### src/hdl/awc_pkg.sv
// ----------------------------------------------------------------------------
// awc_pkg
// Shared codes and types of the anagram window counter: item kinds,
// histogram operation codes and the control structs between the modules.
// ----------------------------------------------------------------------------
package awc_pkg;

  localparam int unsigned COUNT_W = 16;
  localparam logic [COUNT_W-1:0] COUNT_MAX = {COUNT_W{1'b1}};

  localparam logic [1:0] KIND_PATTERN = 2'd0;
  localparam logic [1:0] KIND_TEXT    = 2'd1;
  localparam logic [1:0] KIND_RESTART = 2'd2;

  typedef enum logic [1:0] {
    OP_NONE,
    OP_PAT_INC,
    OP_WIN_INC,
    OP_WIN_DEC
  } hist_op_e;

  // One histogram operation as issued to the update pipe
  typedef struct packed {
    logic     valid;
    hist_op_e op;
    logic     emit;   // this operation closes a text item and yields its result
    logic     full;   // the window is full once this item is in
  } hist_ctl_t;

  typedef struct packed {
    logic clearing;   // clearing pass over the histogram memory runs
    logic busy;       // an operation sits in the modify stage
  } hist_status_t;

  typedef struct packed {
    logic               match;
    logic [COUNT_W-1:0] count;
  } result_t;

endpackage

### src/hdl/awc_out_queue.sv
// ----------------------------------------------------------------------------
// awc_out_queue
// Four-entry result queue between the update pipe and the output channel.
// Space is reserved upstream, so a push always finds a free slot.
// ----------------------------------------------------------------------------
module awc_out_queue (
  input  logic             clk_i,
  input  logic             rst_ni,
  input  logic             push_i,
  input  awc_pkg::result_t push_data_i,
  output logic             out_valid_o,
  input  logic             out_ready_i,
  output awc_pkg::result_t out_data_o
);

  awc_pkg::result_t slot_q [4];
  logic [1:0] wr_ptr_q, rd_ptr_q;
  logic [2:0] count_q;
  logic       pop;

  assign out_valid_o = count_q != 3'd0;
  assign out_data_o  = slot_q[rd_ptr_q];
  assign pop         = out_valid_o && out_ready_i;

  always_ff @(posedge clk_i or negedge rst_ni) begin
    if (!rst_ni) begin
      wr_ptr_q <= 2'd0;
      rd_ptr_q <= 2'd0;
      count_q  <= 3'd0;
    end else begin
      if (push_i) begin
        wr_ptr_q <= wr_ptr_q + 2'd1;
      end
      if (pop) begin
        rd_ptr_q <= rd_ptr_q + 2'd1;
      end
      unique case ({push_i, pop})
        2'b10:   count_q <= count_q + 3'd1;
        2'b01:   count_q <= count_q - 3'd1;
        default: count_q <= count_q;
      endcase
    end
  end

  always_ff @(posedge clk_i) begin
    if (push_i) begin
      slot_q[wr_ptr_q] <= push_data_i;
    end
  end

endmodule

### config.mk
export PLATFORM = sky130hd
export DESIGN_NAME = awc_out_queue
export DESIGN_NICKNAME = d
export VERILOG_FILES = /design/src/hdl/awc_pkg.sv /design/src/hdl/awc_out_queue.sv
export SDC_FILE = /design/constraint.sdc
export NUM_CORES = 1
export LEC_CHECK = 0
export ABC_AREA = 1
export BUFFER_PORTS_ARGS = -buffer_cell sky130_fd_sc_hd__buf_4
export CELL_PAD_IN_SITES_DETAIL_PLACEMENT = 1
export CELL_PAD_IN_SITES_GLOBAL_PLACEMENT = 1
export CORE_MARGIN = 4
export CORE_UTILIZATION = 51
export CTS_BUF_LIST = sky130_fd_sc_hd__clkbuf_8
export DETAILED_ROUTE_END_ITERATION = 6
export PLACE_DENSITY_LB_ADDON = 0.1
export SLEW_MARGIN = 5
export SYNTH_ARGS = -nofsm -noshare
export SYNTH_HDL_FRONTEND = slang
export SYNTH_SLANG_ARGS = --single-unit
### constraint.sdc
create_clock -name clk_i -period 2.7 [get_ports clk_i]
set_input_delay 0 -clock clk_i [delete_from_list [all_inputs] [get_ports clk_i]]
set_output_delay 0 -clock clk_i [all_outputs]
set_load 0.01 [all_outputs]
==> results.md <==
- Status: complete, no violations
- Antenna Cells: 0
- Final setup viols: 0
- Final core utilization: ~65%
- Die ar.: 7550 um2
- Crit path capture type: output pin
- Dominant cell type by area after synthesis: edfxtp_1
- All-layer global routing usage: between 10% and 20%
- Clock Sinks: 75
- Fraction of synthesized area in multiplexers: 0%
- Dpl cell area: ~3500 um2
- RSZ-0062 raised after global routing: false
- Clk root buf: clkbuf_8
- Clock Latency Late Sink: roughly 0.34 ns
- Core Area: between 5000 and 6000 um2
- Final max-slew violation count: 0
- Post-Synth Simple-Gate Area: 9.06%
- Register bit total from synthesis: 75
- Initial DRC Count: just over 60
- Final Hold Fails: 0
- Worst-path cell chain: inv_2 > buf_4 > nand2_1 > o211ai_1 > nand2_1 > buf_4
- Compound-gate portion of the synthesized area: 8.67%
- Final worst path period need: 2.01 ns
- Number of global-route vias before repair: 2,209
- Hold/Removal Path Class: in -> reg
- I/O pins: 39
- IO Port Bufs: 38
- Mapped Area: 3180 um2
- Critical Path RT: ~2.7 ns
- Setup bufs post-CTS: 0
- Detailed placement HPWL: 3890 um
- Hold WS: ~0.40 ns
- DR vias/cell: 5.08
- Synth warn: 0
- Wire per inst: 16.5 um
- CP Launch Type: flop
- Largest family of logic cells by synthesized area: buffers and inverters
- Global route overflow: 0
- Avg Cell Area, Syn: 12.5 um2
- Number of unique standard cell types used by synthesis: 18
- Leak pwr: 1.68 nW
- Remaining design rule violation count: 0
- Post-Syn Nets: 281
- Type of the worst setup path: reg -> out
- Worst Setup SP: rd_ptr_q[0]
- Max-slew headroom: 42.9%
- Final ANT Viol Nets: 0
- CTS Buf Count: 9
- Clk pin slew, worst setup/hold paths: 0.07 ns
- Largest net degree at the start of global routing: 36
- Synth top area share: 64.3%
- Pwr/cell area: 1010 nW/um2
- Final worst path period share: 74.3%
- Hold Path Origin: push_data_i[9]
- Design area: 3890 um2
- Fmax: roughly 500 MHz
- Post-layout nets: 344
- Max cap viols: 0
- Die Y: 86.9 um
- P&R area growth vs syn: 22.4%
- Slowest cell delay on critical path: 0.45 ns
- Peak supply drop: 0.598 mV
- FF/Latch Area: 2220 um2
- Worst Max-Slew Pin Slew: 0.855 ns
- Final WL: between 6000 and 7000 um
- Slowest CP cell: inv_2
- Gate Count Post-Synth: 254
- Sequential area share after synthesis: 69.8%
- Total power: around 3.9 mW
- Vias after detailed routing: 2,006
- Synth Area in XOR/XNOR: 0.552%
- Reg2Reg Setup Slack: 0.88 ns
- Clock Tree Buf Depth: 2
- Site Rows: 28
- Crit path DAT: 2.01 ns
- Initial core utilization: a little over half
- Area share of fa/ha/maj cells after synthesis: 2.60%
- Multi-input logic area: 663 um2
- Initial antenna violation count: 0
- Top area cells in the synthesized netlist: edfxtp_1 64%, nand2_1 8.0%, o211ai_1 7.6%
- GP Congestion: 0.832
- First-pass GRT wire length: 10,800 um
- CP max FO: 35
- Clock Skews: 0.00872 ns
- Setup TNS: 0 ns
- Layout cells sized above 1: 18.1%
- CTS tree: yes
- Fill count: 602
- CTS H-Tree Depth: 3
- DRT Pass-1 Iters: 4
- Reg2reg start: count_q[1]
- DIE WIDTH: 86.9 um
-- worst paths after layout --
| path | end | depth (start not counted) |
|---|---|---|
| max reg2reg | count_q[2] | 11 |
| min reg2reg | count_q[0] | 1 |
| max | out_data_o[9] | 6 |
| max in group asynchronous | rd_ptr_q[0] | 4 |
| min | slot_q[0][9] | 2 |
| min in group asynchronous | wr_ptr_q[0] | 3 |
-- report_power, final --
| part | leakage [nW] | internal, mW | switching, mW | total, mW |
|---|---|---|---|---|
| Combinational | 0.862 | 0.565 | 0.880 | 1.44 |
| Clock | 0.108 | 0.502 | 0.366 | 0.868 |
| Sequential | 0.709 | 1.54 | 0.0899 | 1.63 |
-- synth_stat cells (all sizes together) --
cell type   n
buf        11
dfrtp       7
edfxtp     68
fa          1
ha          5
inv        50
nand2      69
nand3       4
nand4       1
o211ai     34
o21ai       2
xnor2       1
xor2        1
-- critical path, delay by kind of cell, from the launching register on --
family | cells | cell delay (ns)
and+or+nand+nor | 2 | 0.16
AOI/OAI and AO/OA | 1 | 0.10
DFF | 1 | 0.41
buffers and inverters | 3 | 0.98
-- registers in the layout (all words and copies together) (netlist names) --
| name | count |
|---|---|
| rd_ptr_q | 2 |
| count_q | 3 |
| wr_ptr_q | 2 |
| slot_q | 68 |
-- layer usage --
layer  part of all wire, %  routed length (um)  vias up  GRT usage [%]
met2                    54                3550       39           35.3
met1                    40                2600      981           22.6
li1                      -                   -      976              -
met5                     0                   0        -              0
met3                   3.8                 245       10           4.26
met4                   1.9                 126        0           7.65
-- timing repair --
item                                    CTS  global route
hold endpoints to repair                 79             0
hold buffers                             22             0
endpoints found under the setup margin    0             0
gates resized for setup                   0             0
-- cell families (layout without fill, tap and decap cells) --
family	Yosys count	count (layout)
simple gates	74	74
buf+inv	61	127
compound gates	36	36
xor+xnor	2	2
fa+ha+maj	6	6
flops	75	75
-- layout by cell type (no fill, tap or decap) --
cell / synthesis / routed
dlygate4sd3_1: 0 / 22
inv_1: 48 / 50
buf_4: 1 / 41
o21ai_0: 2 / 2
inv_2: 2 / 2
ha_1: 5 / 5
dfrtp_1: 7 / 7
nand4_1: 1 / 1
nand3_1: 4 / 4
nand2_2: 1 / 1
fa_1: 1 / 1
o211ai_1: 32 / 32
xor2_1: 1 / 1
clkinv_2: 0 / 1
o211ai_2: 2 / 2
nand2_1: 68 / 68
edfxtp_1: 68 / 68
clkbuf_8: 0 / 9
bufinv_16: 0 / 2
xnor2_1: 1 / 1
-- cell type report --
type | count | share of cell area (%)
clock inverter | 5 | 1.87
clock buffer | 9 | 3.19
tap | 75 | 2.41
inverter | 50 | 4.83
multi-input combinational | 118 | 17.1
timing repair buffer | 63 | 13.6
sequential | 75 | 57.1
-- stage by stage --
step           setup WS, ns  cells
3_3_place_gp          0.979    359
4_1_cts               0.646    395
6_report              0.693    395
2_1_floorplan          1.02    254
5_1_grt               0.480    395
3_5_place_dp          0.918    359
No activity file was read; power rests on OpenSTA's default activity.
