[config.mk]
export PLATFORM = sky130hd
export DESIGN_NAME = awc_hist_pipe
export DESIGN_NICKNAME = d
export VERILOG_FILES = /design/src/hdl/awc_pkg.sv /design/src/hdl/awc_ram.sv /design/src/hdl/awc_hist_pipe.sv
export SDC_FILE = /design/constraint.sdc
export NUM_CORES = 2
export LEC_CHECK = 0
export BUFFER_PORTS_ARGS = -buffer_cell sky130_fd_sc_hd__buf_2
export CELL_PAD_IN_SITES_DETAIL_PLACEMENT = 0
export CELL_PAD_IN_SITES_GLOBAL_PLACEMENT = 2
export CORE_ASPECT_RATIO = 0.8
export CORE_MARGIN = 4
export CORE_UTILIZATION = 38
export CTS_CLUSTER_DIAMETER = 80
export DETAILED_ROUTE_END_ITERATION = 8
export MAX_ROUTING_LAYER = met4
export PLACE_DENSITY = 0.7
export REMOVE_ABC_BUFFERS = 1
export SLEW_MARGIN = 20
export SYNTH_ARGS = -nofsm -noshare
export SYNTH_HDL_FRONTEND = slang
export SYNTH_SLANG_ARGS = --single-unit
[constraint.sdc]
create_clock -name clk_i -period 20.6 [get_ports clk_i]
set_input_delay 0 -clock clk_i [delete_from_list [all_inputs] [get_ports clk_i]]
set_output_delay 0 -clock clk_i [all_outputs]
set_load 0.005 [all_outputs]
[src/hdl/awc_pkg.sv]
// ----------------------------------------------------------------------------
// awc_pkg
// Shared codes and types of the anagram window counter: item kinds,
// histogram operation codes and the control structs between the modules.
// ----------------------------------------------------------------------------
package awc_pkg;

  localparam int unsigned COUNT_W = 16;
  localparam logic [COUNT_W-1:0] COUNT_MAX = {COUNT_W{1'b1}};

  localparam logic [1:0] KIND_PATTERN = 2'd0;
  localparam logic [1:0] KIND_TEXT    = 2'd1;
  localparam logic [1:0] KIND_RESTART = 2'd2;

  typedef enum logic [1:0] {
    OP_NONE,
    OP_PAT_INC,
    OP_WIN_INC,
    OP_WIN_DEC
  } hist_op_e;

  // One histogram operation as issued to the update pipe
  typedef struct packed {
    logic     valid;
    hist_op_e op;
    logic     emit;   // this operation closes a text item and yields its result
    logic     full;   // the window is full once this item is in
  } hist_ctl_t;

  typedef struct packed {
    logic clearing;   // clearing pass over the histogram memory runs
    logic busy;       // an operation sits in the modify stage
  } hist_status_t;

  typedef struct packed {
    logic               match;
    logic [COUNT_W-1:0] count;
  } result_t;

endpackage

[src/hdl/awc_ram.sv]
// ----------------------------------------------------------------------------
// awc_ram
// Simple dual-port synchronous RAM: one write and one read port, registered
// read data, read of the entry being written returns the old contents.
// ----------------------------------------------------------------------------
module awc_ram #(
  parameter int unsigned DEPTH = 2,
  parameter int unsigned WIDTH = 1,
  localparam int unsigned AW = (DEPTH > 1) ? $clog2(DEPTH) : 1
) (
  input  logic             clk_i,
  input  logic             we_i,
  input  logic [AW-1:0]    waddr_i,
  input  logic [WIDTH-1:0] wdata_i,
  input  logic             re_i,
  input  logic [AW-1:0]    raddr_i,
  output logic [WIDTH-1:0] rdata_o
);

  logic [WIDTH-1:0] mem [DEPTH];
  logic [WIDTH-1:0] rdata_q;

  always_ff @(posedge clk_i) begin
    if (we_i) begin
      mem[waddr_i] <= wdata_i;
    end
  end

  always_ff @(posedge clk_i) begin
    if (re_i) begin
      rdata_q <= mem[raddr_i];
    end
  end

  assign rdata_o = rdata_q;

endmodule

[src/hdl/awc_hist_pipe.sv]
// ----------------------------------------------------------------------------
// awc_hist_pipe
// Histogram memory with read-modify-write pipe. Each entry holds the pattern
// count and the window count of one value. Keeps the mismatch counter and the
// running match count, and runs the clearing pass after reset and restart.
// ----------------------------------------------------------------------------
module awc_hist_pipe #(
  parameter int unsigned VALUE_COUNT = 256,
  parameter int unsigned MAX_PATTERN = 128,
  localparam int unsigned VW = $clog2(VALUE_COUNT)
) (
  input  logic                  clk_i,
  input  logic                  rst_ni,
  input  awc_pkg::hist_ctl_t    issue_i,
  input  logic [VW-1:0]         issue_addr_i,
  input  logic                  clear_i,
  output awc_pkg::hist_status_t status_o,
  output logic                  res_valid_o,
  output awc_pkg::result_t      res_o
);

  // Window count briefly reaches pattern length plus one before the eviction
  localparam int unsigned CW = $clog2(MAX_PATTERN + 2);
  localparam int unsigned DW = $clog2(VALUE_COUNT + 1);
  localparam int unsigned EW = 2 * CW;
  localparam logic [VW-1:0] LAST_ADDR = VW'(VALUE_COUNT - 1);

  awc_pkg::hist_ctl_t s1_ctl_q;
  logic [VW-1:0]      s1_addr_q;
  logic               fwd_hit_q;
  logic [EW-1:0]      fwd_data_q;
  logic [DW-1:0]      diff_q, diff_d;
  logic [awc_pkg::COUNT_W-1:0] matches_q, matches_d;
  logic               clearing_q;
  logic [VW-1:0]      clr_cnt_q;

  logic [EW-1:0] rdata;
  logic [EW-1:0] entry;
  logic [EW-1:0] entry_new;
  logic [CW-1:0] p_cnt, w_cnt, p_new, w_new;
  logic          s1_writes;
  logic          differed, differs;
  logic          match;
  logic          ram_we;
  logic [VW-1:0] ram_waddr;
  logic [EW-1:0] ram_wdata;

  assign s1_writes = s1_ctl_q.valid && (s1_ctl_q.op != awc_pkg::OP_NONE);

  assign ram_we    = clearing_q || s1_writes;
  assign ram_waddr = clearing_q ? clr_cnt_q : s1_addr_q;
  assign ram_wdata = clearing_q ? '0 : entry_new;

  awc_ram #(
    .DEPTH (VALUE_COUNT),
    .WIDTH (EW)
  ) u_hist_ram (
    .clk_i   (clk_i),
    .we_i    (ram_we),
    .waddr_i (ram_waddr),
    .wdata_i (ram_wdata),
    .re_i    (issue_i.valid),
    .raddr_i (issue_addr_i),
    .rdata_o (rdata)
  );

  // Take the entry written last cycle when the memory still shows the old one
  assign entry = fwd_hit_q ? fwd_data_q : rdata;
  assign p_cnt = entry[EW-1:CW];
  assign w_cnt = entry[CW-1:0];

  always_comb begin
    p_new = p_cnt;
    w_new = w_cnt;
    unique case (s1_ctl_q.op)
      awc_pkg::OP_PAT_INC: p_new = p_cnt + 1'b1;
      awc_pkg::OP_WIN_INC: w_new = w_cnt + 1'b1;
      awc_pkg::OP_WIN_DEC: w_new = (w_cnt != '0) ? w_cnt - 1'b1 : w_cnt;
      awc_pkg::OP_NONE:    ;
    endcase
  end

  assign entry_new = {p_new, w_new};
  assign differed  = p_cnt != w_cnt;
  assign differs   = p_new != w_new;

  always_comb begin
    diff_d = diff_q;
    if (s1_writes) begin
      priority if (differs && !differed) begin
        diff_d = diff_q + 1'b1;
      end else if (!differs && differed && diff_q != '0) begin
        diff_d = diff_q - 1'b1;
      end
    end
  end

  assign match = s1_ctl_q.full && (s1_ctl_q.op != awc_pkg::OP_NONE) && (diff_d == '0);

  always_comb begin
    matches_d = matches_q;
    if (s1_ctl_q.valid && s1_ctl_q.emit && match && matches_q != awc_pkg::COUNT_MAX) begin
      matches_d = matches_q + 1'b1;
    end
  end

  assign res_valid_o = s1_ctl_q.valid && s1_ctl_q.emit;
  assign res_o.match = match;
  assign res_o.count = matches_d;

  assign status_o.clearing = clearing_q;
  assign status_o.busy     = s1_ctl_q.valid;

  always_ff @(posedge clk_i or negedge rst_ni) begin
    if (!rst_ni) begin
      s1_ctl_q   <= '0;
      fwd_hit_q  <= 1'b0;
      diff_q     <= '0;
      matches_q  <= '0;
      clearing_q <= 1'b1;
      clr_cnt_q  <= '0;
    end else begin
      s1_ctl_q  <= issue_i;
      fwd_hit_q <= issue_i.valid && s1_writes && (issue_addr_i == s1_addr_q);
      if (clear_i) begin
        diff_q     <= '0;
        matches_q  <= '0;
        clearing_q <= 1'b1;
        clr_cnt_q  <= '0;
      end else begin
        diff_q    <= diff_d;
        matches_q <= matches_d;
        if (clearing_q) begin
          if (clr_cnt_q == LAST_ADDR) begin
            clearing_q <= 1'b0;
          end else begin
            clr_cnt_q <= clr_cnt_q + 1'b1;
          end
        end
      end
    end
  end

  always_ff @(posedge clk_i) begin
    s1_addr_q  <= issue_addr_i;
    fwd_data_q <= entry_new;
  end

endmodule

==> qor.yml <==
outcome:
  outcome: "complete, no violations"
cells_and_area:
  stdcell_count: 12991
  fillers: 35152
  syn2layout_area_growth_pct: 13.6
  drive_above_1_share_pct: 33.2
  layout_commonest_cell: "edfxtp_1"
  final_cell_area_um2: 183000
  seq_area_um2: 125000
  num-nets-final: 7102
  final_core_util_pct: 43.5
  multi_input_area_um2: 35600
  layout_common_cells: "edfxtp_1 (4,112), mux4_2 (1,360), clkbuf_16 (404)"
detailed_routing:
  viasPerCell: 5.81
  wl_met3_um: 37700
  wl_met1_um: 182000
  ant_nets: 0
  drt_iter0_markers: 11043
  wl_met2_um: 193000
  top_layer: "met4"
  drc_errors: 0
  via_count: 75500
  wire_per_inst_um: 32.4
  first_pass_iters: 5
  drt-total-wl_um: 421000
timing:
  fin_ws_ns: 14.11
  maxSlewHeadroom_pct: 17.9
  worstMarginPinSlew_ns: 1.23
  rsz0062_at_grt: "false"
  min_period_ns: 6.49
  finalHoldViolCount: 0
  setup_viol: 0
  fmaxAchievable_ghz: 0.154
  fin_skew_ns: 0.0697
  setup_tns_ns: 0
  slew_viol_final: 0
  period_share_pct: 31.5
  hold_slack_ns: 0.101
floorplan:
  rows: 213
  dieArea_um2: 435000
  initial_utilization_pct: 38.3
  dieWidth_um: 737
  die_y_um: 591
  core_area_um2: 422000
  pin_count: 36
clocking:
  ctsResizeCount: 0
  clk_latency_ns: 0.95
  clk_pin_slew_worst_paths_ns: 0.07
  cts_tree: "done"
  ctsHtreeMaxLevel: 5
  clock-sinks: 4176
  cts.path.max_buffers: 4
  cts_buffers: 395
  cts_root_buffer: "clkbuf_16"
synth:
  synth_area_leaders: "edfxtp_1 (77%), mux4_2 (19%), nor2_1 (0.72%)"
  synth_flop_cell: "edfxtp_1"
  yosysTopAreaCellShare_pct: 76.5
  synth_cells: 6668
  async_reset_ff_share_pct: 0.958
  ys_seq_area_share_pct: 77.4
  syn_area_um2: 161000
  synth_top_area_cell: "edfxtp_1"
  synth_enable_flop_cells: 4112
  ys_ff_latch: 4176
  syn_avg_cell_area_um2: 24.2
  ys_warn_count: 0
  ys_types: 86
critical_path:
  worstSetupPathType: "reg2out"
  critPathLaunchType: "flip-flop"
  worstPathArrival_ns: 6.49
  required_ns: 20.60
  crit_fanout: 59
  cp-end-kind: "output port"
flow_run:
  maxCapViolCount: 0
power_and_ir_drop:
  leakagePower_nw: 54.2
  ir_drop_v: 0.0000762
  power.total_mw: 17.2
  power_density_nw_per_um2: 93.6
place:
  gp_congestion: 0.777
  place_area_um2: 170000
  place_inst: 12248
  numPortBuffers: 35
  place_ws_ns: 13.42
  hpwl_um: 230000
grt:
  grt_pass1_vias: 74375
  antenna_found_initial: 34
  overflow: 0
  grt_pass1_wl_um: 590000
  grt_max_degree: 257
  track_usage_pct: 19.7
worst_hold_path:
  min_path_type: "in2reg"
final timing paths:
| check | depth (start not counted) | start | slack (ns) | endpoint |
|---|---|---|---|---|
| max | 17 | fwd_hit_q | 14.11 | res_o[6] |
| min in group asynchronous | 4 | rst_ni | 0.30 | matches_q[3] |
| min reg2reg | 1 | matches_q[12] | 0.57 | matches_q[12] |
| max reg2reg | 11 | fwd_hit_q | 14.87 | u_hist_ram.mem[250][3] |
| min | 2 | issue_addr_i[2] | 0.10 | s1_addr_q[2] |
| max in group asynchronous | 4 | rst_ni | 19.81 | clr_cnt_q[4] |
routing by layer:
metal | vias to the layer above | track usage, %
met5 | - | -
met4 | 0 | 3.94
met3 | 543 | 3.13
met2 | 3688 | 28.8
met1 | 41687 | 29.4
li1 | 29582 | -
state kept, by name (all words and copies together), names as in the netlist:
register,flops
status_o,1
s1_addr_q,8
fwd_hit_q,1
u_hist_ram.rdata_o,16
clr_cnt_q,8
matches_q,16
diff_q,9
u_hist_ram.mem,4096
clearing_q,1
fwd_data_q,16
s1_ctl_q,4
cells by family after synthesis:
group                      Yosys count  share of synthesized area [%]
adders and majority gates            8                         0.0620
AOI/OAI and AO/OA                   92                          0.432
DFF                               4176                           77.4
and+or+nand+nor                    542                           1.58
buffers and inverters              393                          0.947
muxes                             1394                           19.2
xor gates and xnor gates            63                          0.351
what timing repair did:
action                                 CTS  global route
hold buffers                            17             0
endpoints found under the hold margin  117             0
setup buffers                            0             0
report_power, final:
part | total (mW) | switching [mW] | internal [mW]
Sequential | 9.24 | 0.0283 | 9.21
Clock | 7.19 | 3.13 | 4.06
Combinational | 0.731 | 0.411 | 0.320
Total | 17.2 | 3.57 | 13.6
synthesized netlist by cell type, drive strengths merged, types with 3 or more instances:
cell type     n
nand2        65
xnor2        36
dfrtp        39
o2111ai       3
nand4b        4
or4           4
nor3         16
xor2         27
nor2        312
mux2         18
inv          25
and2          5
a211oi        3
nand3b       11
buf         126
dfxtp        24
o41ai         3
o21ai        18
a21oi        14
nand4        16
a21boi        3
and3         18
clkbuf      242
mux2i        16
edfxtp     4112
a22o          3
and4          4
nor3b         7
o211ai        5
nor4          7
or3           5
o31ai         5
ha            8
nand2b        6
o22ai         5
nor2b        28
a31oi         5
nand3        22
a32o          3
mux4       1360
worst max-delay path: stages (launching register included):
cell       delay, ns
dfrtp_2         0.34
buf_4           0.51
mux2i_2         0.42
ha_1            0.27
nor4b_2         0.29
nor2_2          0.12
nor4_1          0.49
nor3_2          0.12
xnor2_1         0.22
o2111ai_1       0.38
or4_1           0.63
o31ai_1         0.12
xnor2_2         0.18
nand3_2         0.14
nor3_4          0.65
nand4_1         0.27
xnor2_1         0.26
buf_2           0.15
cell type report:
type / count / share of cell area (%)
Antenna cell: 14 / 0.0191
Clock buffer: 489 / 5.71
Clock inverter: 217 / 1.15
Inverter: 25 / 0.0512
Multi-Input combinational cell: 2099 / 19.4
Sequential cell: 4176 / 68.1
Tap cell: 5590 / 3.81
Timing Repair Buffer: 381 / 1.73
Note: power is estimated with default switching activity, not from simulation.
